--- config.mk ---
export PLATFORM = sky130hd
export DESIGN_NAME = vehicle_bus_signal_scaler_core_flat
export DESIGN_NICKNAME = d
export VERILOG_FILES = /design/src/sv/vbss_pkg.sv /design/src/sv/vbss_frame_if.sv /design/src/sv/vbss_values_if.sv /design/src/sv/vehicle_bus_signal_scaler_core.sv /design/src/sv/vbss_convert.sv /design/src/flat_wrapper.sv
export SDC_FILE = /design/constraint.sdc
export NUM_CORES = 1
export LEC_CHECK = 0
export BUFFER_PORTS_ARGS = -buffer_cell sky130_fd_sc_hd__buf_2
export CAP_MARGIN = 40
export CORE_MARGIN = 2
export CORE_UTILIZATION = 58
export CTS_CLUSTER_SIZE = 10
export DETAILED_ROUTE_END_ITERATION = 7
export GPL_TIMING_DRIVEN = 0
export PLACE_DENSITY = 0.76
export SKIP_CTS_REPAIR_TIMING = 1
export SLEW_MARGIN = 20
export SYNTH_ARGS = -nofsm -noshare
export SYNTH_HDL_FRONTEND = slang
export SYNTH_HIERARCHICAL = 1
export SYNTH_SLANG_ARGS = --single-unit
--- constraint.sdc ---
create_clock -name clk -period 27.2 [get_ports clk]
set_input_delay 4.08 -clock clk [delete_from_list [all_inputs] [get_ports clk]]
set_output_delay 4.08 -clock clk [all_outputs]
set_load 0.02 [all_outputs]
--- src/sv/vbss_pkg.sv ---
// ----------------------------------------------------------------------------
// Vehicle bus signal scaler package
// Shared widths, frame kinds, transfer records and scaling constants.
// ----------------------------------------------------------------------------
`default_nettype none

package vbss_pkg;

    localparam int OPCODE_W = 3;
    localparam int BYTE_W   = 8;
    localparam int RPM_W    = 14;
    localparam int STEER_W  = 12;

    typedef enum logic [OPCODE_W-1:0] {
        OP_RPM     = 3'd0,
        OP_SPEED   = 3'd1,
        OP_FUEL    = 3'd2,
        OP_COOLANT = 3'd3,
        OP_OUTSIDE = 3'd4,
        OP_GEAR    = 3'd5,
        OP_STEER   = 3'd6
    } opcode_t;

    typedef struct packed {
        logic [OPCODE_W-1:0] opcode;
        logic [BYTE_W-1:0]   byte_zero;
        logic [BYTE_W-1:0]   byte_one;
        logic [BYTE_W-1:0]   byte_two;
        logic [BYTE_W-1:0]   byte_three;
    } frame_t;

    typedef struct packed {
        logic [RPM_W-1:0]          engine_rpm;
        logic [BYTE_W-1:0]         road_speed;
        logic [BYTE_W-1:0]         fuel_percent;
        logic signed [BYTE_W-1:0]  coolant_celsius;
        logic signed [BYTE_W-1:0]  outside_celsius;
        logic [BYTE_W-1:0]         gear_mode;
        logic [BYTE_W-1:0]         gear_number;
        logic signed [STEER_W-1:0] steering_degrees;
    } values_t;

    // Reciprocal constants: floor(n / d) == (n * RECIP) >> SHIFT over the
    // operand range that each conversion can produce.
    localparam logic [11:0] FUEL_DIV7_RECIP  = 12'd2341;
    localparam int          FUEL_DIV7_SHIFT  = 14;
    localparam logic [12:0] FUEL_DIV49_RECIP = 13'd5350;
    localparam int          FUEL_DIV49_SHIFT = 18;
    localparam logic [13:0] COOL_DIV100_RECIP = 14'd10486;
    localparam int          COOL_DIV100_SHIFT = 20;
    localparam logic [15:0] STEER_DIV25_RECIP = 16'd41944;
    localparam int          STEER_DIV25_SHIFT = 20;

    localparam logic [13:0] FUEL_LOW_OFFSET = 14'd230;
    localparam logic [14:0] COOL_OFFSET     = 15'd4837;
    localparam logic [7:0]  COOL_MAX        = 8'd127;

endpackage

`default_nettype wire

--- src/sv/vbss_frame_if.sv ---
// ----------------------------------------------------------------------------
// Frame channel
// Valid/ready channel that carries one bus frame payload and its kind.
// ----------------------------------------------------------------------------
`default_nettype none

interface vbss_frame_if
    import vbss_pkg::*;
();
    logic                valid;
    logic                ready;
    logic [OPCODE_W-1:0] opcode;
    logic [BYTE_W-1:0]   byte_zero;
    logic [BYTE_W-1:0]   byte_one;
    logic [BYTE_W-1:0]   byte_two;
    logic [BYTE_W-1:0]   byte_three;

    modport source (
        output valid, opcode, byte_zero, byte_one, byte_two, byte_three,
        input  ready
    );

    modport sink (
        input  valid, opcode, byte_zero, byte_one, byte_two, byte_three,
        output ready
    );
endinterface

`default_nettype wire

--- src/sv/vbss_values_if.sv ---
// ----------------------------------------------------------------------------
// Vehicle values channel
// Valid/ready channel that carries the full set of held vehicle values.
// ----------------------------------------------------------------------------
`default_nettype none

interface vbss_values_if
    import vbss_pkg::*;
();
    logic                      valid;
    logic                      ready;
    logic [RPM_W-1:0]          engine_rpm;
    logic [BYTE_W-1:0]         road_speed;
    logic [BYTE_W-1:0]         fuel_percent;
    logic signed [BYTE_W-1:0]  coolant_celsius;
    logic signed [BYTE_W-1:0]  outside_celsius;
    logic [BYTE_W-1:0]         gear_mode;
    logic [BYTE_W-1:0]         gear_number;
    logic signed [STEER_W-1:0] steering_degrees;

    modport source (
        output valid, engine_rpm, road_speed, fuel_percent, coolant_celsius,
               outside_celsius, gear_mode, gear_number, steering_degrees,
        input  ready
    );

    modport sink (
        input  valid, engine_rpm, road_speed, fuel_percent, coolant_celsius,
               outside_celsius, gear_mode, gear_number, steering_degrees,
        output ready
    );
endinterface

`default_nettype wire

--- src/sv/vehicle_bus_signal_scaler_core.sv ---
// ----------------------------------------------------------------------------
// Vehicle bus signal scaler
// Converts bus frames into held vehicle values and emits the full set.
// ----------------------------------------------------------------------------
// The frame channel takes one frame per transfer: a kind code and four
// payload bytes. Each accepted frame updates the held values that its kind
// names and produces exactly one transfer on the values channel that carries
// all eight held values after that update. An unused kind code changes
// nothing but still produces a transfer.
// A frame is registered at the edge that accepts it, converted from the input
// register combinationally, and its values are offered from the output
// register. One frame can be accepted in every cycle while the receiver does
// not stall; the rate is set by the single conversion stage.
// When the receiver stalls, the output register holds its values and the
// input register holds one more frame; ready drops only once both are full.
// Reset empties both registers and clears every held value to zero.
// ----------------------------------------------------------------------------
`default_nettype none

module vehicle_bus_signal_scaler_core
    import vbss_pkg::*;
(
    input  wire logic    clk,
    input  wire logic    rst_n,
    vbss_frame_if.sink   frame,
    vbss_values_if.source values
);

    logic    in_valid_reg;
    logic    in_valid_next;
    frame_t  in_frame_reg;
    logic    out_valid_reg;
    logic    out_valid_next;
    values_t held_reg;
    values_t held_next;
    values_t converted;
    logic    out_ready;
    logic    in_ready;
    logic    advance;

    assign out_ready = !out_valid_reg || values.ready;
    assign in_ready  = !in_valid_reg || out_ready;
    assign advance   = in_valid_reg && out_ready;

    assign in_valid_next  = in_ready ? frame.valid : in_valid_reg;
    assign out_valid_next = out_ready ? in_valid_reg : out_valid_reg;
    assign held_next      = advance ? converted : held_reg;

    vbss_convert u_convert (
        .frame   (in_frame_reg),
        .held    (held_reg),
        .updated (converted)
    );

    always_ff @(posedge clk or negedge rst_n)
    begin
        if (!rst_n)
        begin
            in_valid_reg  <= 1'b0;
            out_valid_reg <= 1'b0;
            held_reg      <= '0;
        end
        else
        begin
            in_valid_reg  <= in_valid_next;
            out_valid_reg <= out_valid_next;
            held_reg      <= held_next;
        end
    end

    always_ff @(posedge clk)
    begin
        if (frame.valid && in_ready)
        begin
            in_frame_reg.opcode     <= frame.opcode;
            in_frame_reg.byte_zero  <= frame.byte_zero;
            in_frame_reg.byte_one   <= frame.byte_one;
            in_frame_reg.byte_two   <= frame.byte_two;
            in_frame_reg.byte_three <= frame.byte_three;
        end
    end

    assign frame.ready             = in_ready;
    assign values.valid            = out_valid_reg;
    assign values.engine_rpm       = held_reg.engine_rpm;
    assign values.road_speed       = held_reg.road_speed;
    assign values.fuel_percent     = held_reg.fuel_percent;
    assign values.coolant_celsius  = held_reg.coolant_celsius;
    assign values.outside_celsius  = held_reg.outside_celsius;
    assign values.gear_mode        = held_reg.gear_mode;
    assign values.gear_number      = held_reg.gear_number;
    assign values.steering_degrees = held_reg.steering_degrees;

endmodule

`default_nettype wire

--- src/sv/vbss_convert.sv ---
// ----------------------------------------------------------------------------
// Frame conversion
// Scales one frame payload and merges it into the held vehicle values.
// ----------------------------------------------------------------------------
`default_nettype none

module vbss_convert
    import vbss_pkg::*;
(
    input  frame_t  frame,
    input  values_t held,
    output values_t updated
);

    logic [15:0] rpm_raw;
    logic [18:0] rpm_prod;

    logic [15:0] spd_word;
    logic [15:0] spd_prod;
    logic [12:0] spd_scaled;
    logic [7:0]  spd_val;

    logic [10:0] fh_num;
    logic [24:0] fh_prod;
    logic [7:0]  fuel_hi;

    logic [13:0] fl_num;
    logic        fl_pos;
    logic [13:0] fl_diff;
    logic [26:0] fl_prod;
    logic [7:0]  fuel_lo;

    logic [14:0] cl_num;
    logic        cl_neg;
    logic [14:0] cl_mag;
    logic [27:0] cl_prod;
    logic [7:0]  cl_q;
    logic [7:0]  cool_val;

    logic [7:0]  out_val;

    logic [14:0] st_mag;
    logic [18:0] st_prod;
    logic [15:0] st_y;
    logic [31:0] st_div;
    logic [10:0] st_q;
    logic [11:0] steer_val;

    assign rpm_raw  = {frame.byte_three, frame.byte_two};
    assign rpm_prod = {3'b0, rpm_raw} * 19'd5;

    assign spd_word   = {frame.byte_two, frame.byte_one};
    assign spd_prod   = {4'b0, spd_word[15:4]} * 16'd9;
    assign spd_scaled = spd_prod[15:3];
    assign spd_val    = (|spd_scaled[12:8]) ? 8'hFF : spd_scaled[7:0];

    assign fh_num  = {4'b0, frame.byte_two[6:0]} * 11'd10;
    assign fh_prod = {14'b0, fh_num} * {13'b0, FUEL_DIV7_RECIP};
    assign fuel_hi = fh_prod[FUEL_DIV7_SHIFT +: 8];

    assign fl_num  = {7'b0, frame.byte_two[6:0]} * 14'd90;
    assign fl_pos  = fl_num > FUEL_LOW_OFFSET;
    assign fl_diff = fl_num - FUEL_LOW_OFFSET;
    assign fl_prod = {13'b0, fl_diff} * {14'b0, FUEL_DIV49_RECIP};
    assign fuel_lo = fl_pos ? fl_prod[FUEL_DIV49_SHIFT +: 8] : 8'd0;

    assign cl_num   = {7'b0, frame.byte_one} * 15'd75;
    assign cl_neg   = cl_num < COOL_OFFSET;
    assign cl_mag   = cl_neg ? (COOL_OFFSET - cl_num) : (cl_num - COOL_OFFSET);
    assign cl_prod  = {14'b0, cl_mag[13:0]} * {14'b0, COOL_DIV100_RECIP};
    assign cl_q     = cl_prod[COOL_DIV100_SHIFT +: 8];
    assign cool_val = cl_neg ? (8'd0 - cl_q) : ((cl_q > COOL_MAX) ? COOL_MAX : cl_q);

    // Sign-magnitude byte; negative zero falls out as zero.
    assign out_val = frame.byte_three[7] ? (8'd0 - {1'b0, frame.byte_three[6:0]})
                                         : frame.byte_three;

    // Divide by 200 as a shift by three followed by a divide by 25.
    assign st_mag    = {frame.byte_one[6:0], frame.byte_zero};
    assign st_prod   = {4'b0, st_mag} * 19'd9;
    assign st_y      = st_prod[18:3];
    assign st_div    = {16'b0, st_y} * {16'b0, STEER_DIV25_RECIP};
    assign st_q      = st_div[STEER_DIV25_SHIFT +: 11];
    assign steer_val = frame.byte_one[7] ? (12'd0 - {1'b0, st_q}) : {1'b0, st_q};

    always_comb
    begin
        updated = held;
        case (frame.opcode)
            OP_RPM:
            begin
                updated.engine_rpm = rpm_prod[18:5];
            end
            OP_SPEED:
            begin
                updated.road_speed = spd_val;
            end
            OP_FUEL:
            begin
                updated.fuel_percent = frame.byte_two[7] ? fuel_hi : fuel_lo;
            end
            OP_COOLANT:
            begin
                updated.coolant_celsius = cool_val;
            end
            OP_OUTSIDE:
            begin
                updated.outside_celsius = out_val;
            end
            OP_GEAR:
            begin
                updated.gear_mode   = frame.byte_two;
                updated.gear_number = frame.byte_one;
            end
            OP_STEER:
            begin
                updated.steering_degrees = steer_val;
            end
            default:
            begin
                updated = held;
            end
        endcase
    end

endmodule

`default_nettype wire

--- src/flat_wrapper.sv ---
// flat-port wrapper written by rule: the top's interface ports become plain ports
module vehicle_bus_signal_scaler_core_flat import vbss_pkg::*;
  (clk, rst_n, frame_valid, frame_opcode, frame_byte_zero, frame_byte_one, frame_byte_two, frame_byte_three, frame_ready, values_valid, values_engine_rpm, values_road_speed, values_fuel_percent, values_coolant_celsius, values_outside_celsius, values_gear_mode, values_gear_number, values_steering_degrees, values_ready);
  vbss_frame_if frame_i ();
  vbss_values_if values_i ();
  input  wire logic clk;
  input  wire logic rst_n;
  input wire logic [$bits(frame_i.valid)-1:0] frame_valid;
  input wire logic [$bits(frame_i.opcode)-1:0] frame_opcode;
  input wire logic [$bits(frame_i.byte_zero)-1:0] frame_byte_zero;
  input wire logic [$bits(frame_i.byte_one)-1:0] frame_byte_one;
  input wire logic [$bits(frame_i.byte_two)-1:0] frame_byte_two;
  input wire logic [$bits(frame_i.byte_three)-1:0] frame_byte_three;
  output wire logic [$bits(frame_i.ready)-1:0] frame_ready;
  output wire logic [$bits(values_i.valid)-1:0] values_valid;
  output wire logic [$bits(values_i.engine_rpm)-1:0] values_engine_rpm;
  output wire logic [$bits(values_i.road_speed)-1:0] values_road_speed;
  output wire logic [$bits(values_i.fuel_percent)-1:0] values_fuel_percent;
  output wire logic [$bits(values_i.coolant_celsius)-1:0] values_coolant_celsius;
  output wire logic [$bits(values_i.outside_celsius)-1:0] values_outside_celsius;
  output wire logic [$bits(values_i.gear_mode)-1:0] values_gear_mode;
  output wire logic [$bits(values_i.gear_number)-1:0] values_gear_number;
  output wire logic [$bits(values_i.steering_degrees)-1:0] values_steering_degrees;
  input wire logic [$bits(values_i.ready)-1:0] values_ready;
  assign frame_i.valid = frame_valid;
  assign frame_i.opcode = frame_opcode;
  assign frame_i.byte_zero = frame_byte_zero;
  assign frame_i.byte_one = frame_byte_one;
  assign frame_i.byte_two = frame_byte_two;
  assign frame_i.byte_three = frame_byte_three;
  assign frame_ready = frame_i.ready;
  assign values_valid = values_i.valid;
  assign values_engine_rpm = values_i.engine_rpm;
  assign values_road_speed = values_i.road_speed;
  assign values_fuel_percent = values_i.fuel_percent;
  assign values_coolant_celsius = values_i.coolant_celsius;
  assign values_outside_celsius = values_i.outside_celsius;
  assign values_gear_mode = values_i.gear_mode;
  assign values_gear_number = values_i.gear_number;
  assign values_steering_degrees = values_i.steering_degrees;
  assign values_i.ready = values_ready;
  vehicle_bus_signal_scaler_core u_core (.clk(clk), .rst_n(rst_n), .frame(frame_i), .values(values_i));
endmodule
==> results.yml, run 1 <==
placed_design:
  io_buffer_count: 114
  post-place-cells: 2775
  dp_hpwl_um: 39800
  gp_congestion: 0.897
synthesis:
  syn_nets: 2899
  yosys-top-cells-count: "ha_1 (468), inv_1 (419), fa_1 (204)"
  synth-seq-area-share: 0.138
  synth_top_area_cell: "ha_1"
  synth_edf_count: 35
  syn_inst: 2188
  synth-main-ff-cell: "dfrtp_1"
  yosys_warnings: 6
  syn_avg_cell_area_sq_um: 9.81
  synth_area_sq_um: 21500
  ys_seq_elements: 111
  synth.most_common_cell: "ha_1"
  synth.distinct_cells: 99
  synth_top_area_frac: 0.273
  async_flop_share: 0.685
  synth.area.top_cells: "ha_1 (27%), fa_1 (19%), dfrtp_1 (8.9%)"
floorplan:
  die_area_sq_um: 38600
  die_h_um: 196
  rows: 70
  die_w_um: 196
  ios: 115
  start_util: 0.588
  coreArea_sq_um: 36500
global_routing:
  grt_pass1_wl_um: 79200
  grt_overflow_total: 0
  antenna_found_initial: 0
  grt_pass1_vias: 16700
  grt_usage: 0.252
  grt_max_degree: 43
clock_network:
  clkSinkCount: 111
  clkLatencyLatePin_ps: 400
  clockBufferDepth: 2
  clk_pin_slew_ps: 100
  cts_htree_levels: 3
  cts_tree: "built"
  numCtsBuffers: 9
  ctsRootBufferMaster: "clkbuf_16"
routing:
  drtAntennaViolNets: 0
  viasPerCell: 5.61
  drtIter0Drc: 806
  dr.pass1.iters: 6
  vias: 15700
  wl_per_cell_um: 16.6
  route.detailed.drc: 0
  wirelength_um: 46400
sta:
  fin_crit_ps: 12280
  relSlewSlack: 0.442
  tightest_slew_ps: 831
  setup_tns_ps: 0
  drv_slew: 0
  finClkSkew_ps: 22.9
  setup_viol: 0
  finalCritPeriodShare: 0.452
  hold_viol: 0
  rsz0062_at_grt: "no"
  fmaxAchievable_mhz: 81.4
layout:
  drive_gt1_frac: 0.117
  largest_reg_flops: 35
  multi_input_area_sq_um: 16700
  fin_util: 0.630
  n_antenna_cell: 0
  fill_cells: 3029
  layout.cells.non_filler: 2795
  area_growth_pct: 7.26
  finalNetCount: 3033
  register_area_sq_um: 2950
setup_path:
  worstPathArrival_ps: 12550
  path_class: "reg -> reg"
  setup.worst_path.start_class: "register"
  cp_data_required_time_ps: 27470
  worst-path-max-fanout: 10
  worstSetupEndpointType: "register"
  cp_slowest_stage_delay_ps: 670
  crit_slowest_cell: "a2111oi_0"
worst_hold_path:
  min_path_type: "reg -> reg"
status:
  status: "finished clean"
job:
  max-cap-violations: 0
-- final timing paths --
path                                                         end  slack (ps)                    startpoint  cells past startpoint
min in group asynchronous       u_core/values.outside_celsius[6]        3680                         rst_n                      1
worst min-delay path                u_core/values.gear_number[7]         510  u_core/values.gear_number[7]                      1
worst max register to register  u_core/values.coolant_celsius[7]       14920       u_core/in_frame_reg[22]                     40
worst min register to register      u_core/values.gear_number[7]         510  u_core/values.gear_number[7]                      1
max in group asynchronous       u_core/values.coolant_celsius[3]       22900                         rst_n                      2
worst max-delay path            u_core/values.coolant_celsius[7]       14920       u_core/in_frame_reg[22]                     40
-- worst max-delay path: cells and delay by family, from the launching register on --
family	cells	cell delay, ps
AND/OR/NAND/NOR	6	1430
XOR/XNOR	1	150
AO/OA/AOI/OAI	12	3750
adder cells (fa/ha/maj)	11	4620
multiplexers	2	800
buffers and inverters	8	760
flip-flops	1	590
-- stage by stage --
| step | setup WS (ps) | cell area (sq um) | hold slack [ps] |
|---|---|---|---|
| finish | 14920 | 23000 | 515 |
| global route | 14400 | 23000 | 555 |
| CTS | 14940 | 23000 | 517 |
| detailed placement | 14980 | 22700 | 499 |
| global placement | 15250 | 22600 | 489 |
| floorplan | 16330 | 21500 | 477 |
-- final cells by class --
cell class,instances,share of cell area
Tap cell,468,0.0254
Inverter,421,0.0686
Clock inverter,7,0.00359
Buffer,36,0.0112
Timing Repair Buffer,123,0.0288
Clock buffer,9,0.00978
Multi-Input combinational cell,1620,0.724
Sequential cell,111,0.128
-- kinds of logic (layout without fill, tap and decap cells) --
group           Yosys count  in the layout  share of synthesized area
fa+ha+maj               672            672                      0.463
buf+inv                 457            596                     0.0856
simple gates            363            363                     0.0825
compound gates          350            350                      0.110
xor+xnor                136            136                     0.0592
flops                   111            111                      0.138
mux                      99             99                     0.0618
-- metal layers --
metal | GRT usage | part of all wire
met1 | 0.333 | 0.45
met2 | 0.440 | 0.49
met3 | 0.0332 | 0.044
met4 | 0.0643 | 0.019
met5 | 0 | 0
-- layout by cell type, fill, tap and decap left out, types with 9 or more instances in the layout --
cell type  count
a211oi_1      12
a21o_1        30
a21oi_1       88
a22oi_1        9
a31oi_1       11
and2_1        10
buf_2        118
clkbuf_1      24
clkbuf_16      9
dfrtp_1       76
edfxtp_1      35
fa_1         204
ha_1         468
inv_1        419
mux2_1        14
mux2_2        11
mux2_4        61
mux2i_1       13
nand2_1      117
nand3_1       28
nor2_1        86
nor2b_1       10
nor3_1        33
nor3b_1        9
o211ai_1      11
o21a_1        10
o21ai_0       73
o21bai_1      12
o31ai_1       10
or2_2         11
xnor2_1       82
xor2_1        45
Power of run 1 is left out: the tool's default activity adds up to more than one toggle a clock period on the data nets, which glitch-free logic cannot reach.
==> run 2, diff against run 1 <==
- ABC_AREA: unset -> 1
- clock period: 27.2 -> 12.35 ns (I/O delays scaled with it)
==> run 2 against run 1 <==
Maximum frequency is 21% higher. Via count is 28% higher. Die area is 7.1% higher. Highest routed layer unchanged.
==> results.yml, run 2 <==
status:
  status: "finished clean"
setup_path:
  cp_data_required_time_ps: 12630
  crit_slowest_cell: "a21oi_1"
  rrSetupSlack_ps: 2230
  worstPathArrival_ps: 10400
  path_class: "reg -> reg"
  worstSetupEndpointType: "register"
  setup.worst_path.start_class: "register"
  worst-path-max-fanout: 10
  cp_slowest_stage_delay_ps: 620
placed_design:
  dp_hpwl_um: 51300
  gp_congestion: 0.946
  io_buffer_count: 114
layout:
  drive_gt1_frac: 0.0684
  largest_reg_flops: 35
  register_area_sq_um: 2950
  area_growth_pct: 6.92
  finalNetCount: 3850
  multi_input_area_sq_um: 17500
  final_common_cell: "nand2_1"
  n_antenna_cell: 0
  final_cell_mix: "nand2_1 (710), inv_1 (607), ha_1 (468), fa_1 (204), nand3_1 (193)"
  fill_cells: 3483
synthesis:
  synth_top_area_frac: 0.254
  synth_simple_gate_area_frac: 0.215
  syn_inst: 3008
  async_flop_share: 0.685
  synthXorXnorAreaFrac: 0.0349
  yosys-top-cells-count: "nand2_1 (710), inv_1 (608), ha_1 (468)"
  synth_area_sq_um: 23000
  synth_edf_count: 35
  synth.area.top_cells: "ha_1 (25%), fa_1 (18%), nand2_1 (12%)"
  syn_avg_cell_area_sq_um: 7.65
  synth.distinct_cells: 57
  ys_seq_elements: 111
  synth.most_common_cell: "nand2_1"
  synth_top_family_by_area: "adder cells"
  synth-main-ff-cell: "dfrtp_1"
  synth_top_area_cell: "ha_1"
  yosys_warnings: 6
  synth_compound_area_frac: 0.0774
  synthMuxAreaShare: 0.00245
  synth-seq-area-share: 0.128
  syn_nets: 3719
  synth_fa_ha_area_frac: 0.432
floorplan:
  start_util: 0.592
  rows: 72
  coreArea_sq_um: 38900
  die_area_sq_um: 41300
  ios: 115
  die_h_um: 203
  die_w_um: 203
clock_network:
  cts_tree: "built"
  ctsRootBufferMaster: "clkbuf_16"
  clk_pin_slew_ps: 90
  clockBufferDepth: 2
  cts_htree_levels: 3
  clkSinkCount: 111
  numCtsBuffers: 9
  clkLatencyLatePin_ps: 380
sta:
  rsz0062_at_grt: "no"
  relSlewSlack: 0.453
  hold_slack_ps: 496
  hold_viol: 0
  finClkSkew_ps: 20.6
  setup_viol: 0
  setup_tns_ps: 0
  tightest_slew_ps: 818
  finalCritPeriodShare: 0.820
  drv_slew: 0
  fin_crit_ps: 10120
  fmaxAchievable_mhz: 98.8
routing:
  wirelength_um: 60000
  vias: 20100
  wl_per_cell_um: 16.4
  viasPerCell: 5.48
  route.detailed.drc: 0
  drtAntennaViolNets: 0
  dr.pass1.iters: 6
  drtIter0Drc: 1263
global_routing:
  grt_pass1_vias: 20700
  grt_max_degree: 47
  grt_overflow_total: 0
  grt_usage: 0.302
  antenna_found_initial: 0
  grt_pass1_wl_um: 101000
job:
  max-cap-violations: 0
worst_hold_path:
  min_path_type: "reg -> reg"
==> run 2: cell count changes after synthesis, moves of 20 or more <==
cell | before | now
nand2_1 | 117 | 710
inv_1 | 419 | 608
nand3_1 | 28 | 193
mux2_4 | 61 | 0
xnor2_1 | 82 | 23
nor2_1 | 86 | 137
a21oi_1 | 88 | 129
nand4_1 | 5 | 34
o21ai_0 | 73 | 99
xor2_1 | 45 | 65
==> run 2: layout make-up <==
type                            count  share of cell area
Multi-Input combinational cell   2246               0.713
Sequential cell                   111               0.120
Inverter                          613              0.0935
Tap cell                          518              0.0263
Timing Repair Buffer              120              0.0261
Clock buffer                       11             0.00946
Buffer                             38             0.00935
Clock inverter                      5             0.00259
==> run 2: layer usage <==
metal	wire, um	track usage	vias to the layer above
li1	-	-	9887
met1	26500	0.393	9584
met2	28800	0.530	516
met3	3020	0.0318	95
met4	1690	0.0944	0
met5	0	0	-
==> run 2: path summary, 6_finish.rpt <==
check	start	to	depth (start not counted)
worst max-delay path	u_core/in_frame_reg[22]	u_core/values.coolant_celsius[1]	41
worst min-delay path	u_core/values.gear_number[3]	u_core/values.gear_number[3]	2
worst max register to register	u_core/in_frame_reg[22]	u_core/values.coolant_celsius[1]	41
worst min register to register	u_core/values.gear_number[3]	u_core/values.gear_number[3]	2
max in group asynchronous	rst_n	u_core/values.gear_number[2]	2
min in group asynchronous	rst_n	u_core/values.engine_rpm[11]	1
==> run 2: logic make-up (layout without fill, tap and decap cells) <==
family	count (synthesis)	after routing
simple gates	1165	1165
fa+ha+maj	672	672
buf+inv	651	787
compound gates	314	314
flops	111	111
xor+xnor	90	90
mux	5	5
==> run 2: worst max-delay path: cells and delay by family, from the launching register on <==
| family | cells | cell delay [ps] |
|---|---|---|
| adder cells (fa/ha/maj) | 12 | 4930 |
| AND/OR/NAND/NOR | 14 | 1660 |
| AO/OA/AOI/OAI | 5 | 1610 |
| buffers and inverters | 9 | 870 |
| flip-flops | 1 | 600 |
| XOR/XNOR | 1 | 340 |
==> run 2: stage by stage <==
stage                      util  worst slack, ps  instance area, sq um  cells
after floorplan               -             3940                 23000   3008
after global placement    0.623             2330                 24200   3640
after detailed placement  0.625             2240                 24300   3644
after CTS                 0.632             2220                 24600   3660
after global routing      0.632             1640                 24600   3662
final                     0.632             2230                 24600   3662
Power of run 2 is left out for the same reason.
==> run 3, diff against run 2 <==
- clock period: 12.35 -> 10 ns (I/O delays scaled with it)
==> run 3 against run 2 <==
Maximum frequency grew 7.3%. Largest cell class unchanged. Critical endpoint is now u_core/values.coolant_celsius[7]. Via count grew 0.38%. Clock-buffer cell count is the same. Global-route usage is the same. Cell count grew 0.30%.
==> results.yml, run 3 (synthesis gave the netlist of run 2 again) <==
status:
  status: "finished clean"
setup_path:
  worstSetupEndpointType: "register"
  cp_data_required_time_ps: 10330
  worstPathArrival_ps: 9770
  worst-path-max-fanout: 10
  path_class: "reg -> reg"
  path_common_cell: "nand2_1"
  crit_slowest_cell: "fa_1"
  setup.worst_path.start_class: "register"
  cp_slowest_stage_delay_ps: 540
placed_design:
  detailed_place.area_sq_um: 24300
  dp_hpwl_um: 51300
  gp_congestion: 0.946
  io_buffer_count: 114
sta:
  finClkSkew_ps: 21.6
  tightest_slew_ps: 823
  fmaxAchievable_mhz: 106
  setup_viol: 0
  fin_crit_ps: 9440
  finalCritPeriodShare: 0.944
  drv_slew: 0
  hold_slack_ps: 495
  relSlewSlack: 0.450
  hold_viol: 0
floorplan:
  coreArea_sq_um: 38900
  rows: 72
  start_util: 0.592
  die_area_sq_um: 41300
  ios: 115
  die_w_um: 203
  die_h_um: 203
clock_network:
  clk_pin_slew_ps: 90
  clockBufferDepth: 2
  ctsRootBufferMaster: "clkbuf_16"
  cts_htree_levels: 3
  clkLatencyLatePin_ps: 380
  clkSinkCount: 111
  numCtsBuffers: 9
  cts_tree: "built"
global_routing:
  grt_usage: 0.302
  grt_max_degree: 47
  grt_pass1_vias: 20700
  antenna_found_initial: 0
  grt_overflow_total: 0
  grt_pass1_wl_um: 101000
layout:
  fin_area_sq_um: 24800
  largest_reg_flops: 35
  finalNetCount: 3861
  fill_cells: 3472
  drive_gt1_frac: 0.0751
  final_common_cell: "nand2_1"
  area_growth_pct: 7.60
  fin_util: 0.636
  final_cell_mix: "nand2_1 (705), inv_1 (604), ha_1 (468), fa_1 (204), nand3_1 (193)"
  n_antenna_cell: 0
routing:
  wirelength_um: 60100
  wl_per_cell_um: 16.4
  drtIter0Drc: 1218
  route.detailed.drc: 0
  dr.pass1.iters: 8
  drtAntennaViolNets: 0
  vias: 20200
  viasPerCell: 5.49
job:
  max-cap-violations: 0
worst_hold_path:
  min_path_type: "reg -> reg"
run 3: cell count changes in the layout (fill, tap and decap cells not counted), moves of 2 or more:
cell,before,now
inv_2,5,7
buf_2,131,129
a21oi_4,0,2
nor2_2,4,2
nand2_1,710,705
inv_1,607,604
clkbuf_4,1,3
buf_4,3,14
a21oi_1,129,126
nor2_4,1,3
nand2_2,14,18
run 3: path summary, 6_finish.rpt:
path,slack [ps],to,cells after the start,startpoint
setup reg to reg,560,u_core/values.coolant_celsius[7],51,u_core/in_frame_reg[20]
hold reg to reg,490,u_core/values.gear_number[3],2,u_core/values.gear_number[3]
min in group asynchronous,1070,u_core/values.engine_rpm[11],1,rst_n
setup / recovery,560,u_core/values.coolant_celsius[7],51,u_core/in_frame_reg[20]
max in group asynchronous,8330,u_core/values.gear_number[2],2,rst_n
hold / removal,490,u_core/values.gear_number[3],2,u_core/values.gear_number[3]
run 3: metrics by stage:
stage          std cells  setup slack, ps  setup TNS (ps)
6_report            3673              560               0
5_1_grt             3673            -37.1           -37.1
4_1_cts             3660             -125            -141
3_5_place_dp        3644             -110            -110
3_3_place_gp        3640            -19.3           -19.3
2_1_floorplan       3008             1590               0
run 3: worst max-delay path: cells and delay by family, from the launching register on:
family	cells	cell delay, ps
simple gates	26	2860
fa+ha+maj	11	4660
buf+inv	12	1040
compound gates	2	310
flops	1	520
run 3: cell type report:
| class | count | area [sq um] | share of cell area |
|---|---|---|---|
| Multi-Input combinational cell | 2246 | 17600 | 0.711 |
| Sequential cell | 111 | 2950 | 0.119 |
| Inverter | 613 | 2300 | 0.0930 |
| Timing Repair Buffer | 131 | 726 | 0.0293 |
| Tap cell | 518 | 648 | 0.0262 |
| Buffer | 38 | 235 | 0.00950 |
| Clock buffer | 11 | 233 | 0.00940 |
| Clock inverter | 5 | 63.8 | 0.00258 |
run 3: layer usage:
| layer | up-vias | GRT usage | wire length (um) |
|---|---|---|---|
| met5 | - | 0 | 0 |
| met4 | 0 | 0.0944 | 1640 |
| met3 | 93 | 0.0318 | 3060 |
| met2 | 526 | 0.530 | 29000 |
| met1 | 9625 | 0.393 | 26500 |
| li1 | 9914 | - | - |
Power of run 3 is left out for the same reason.
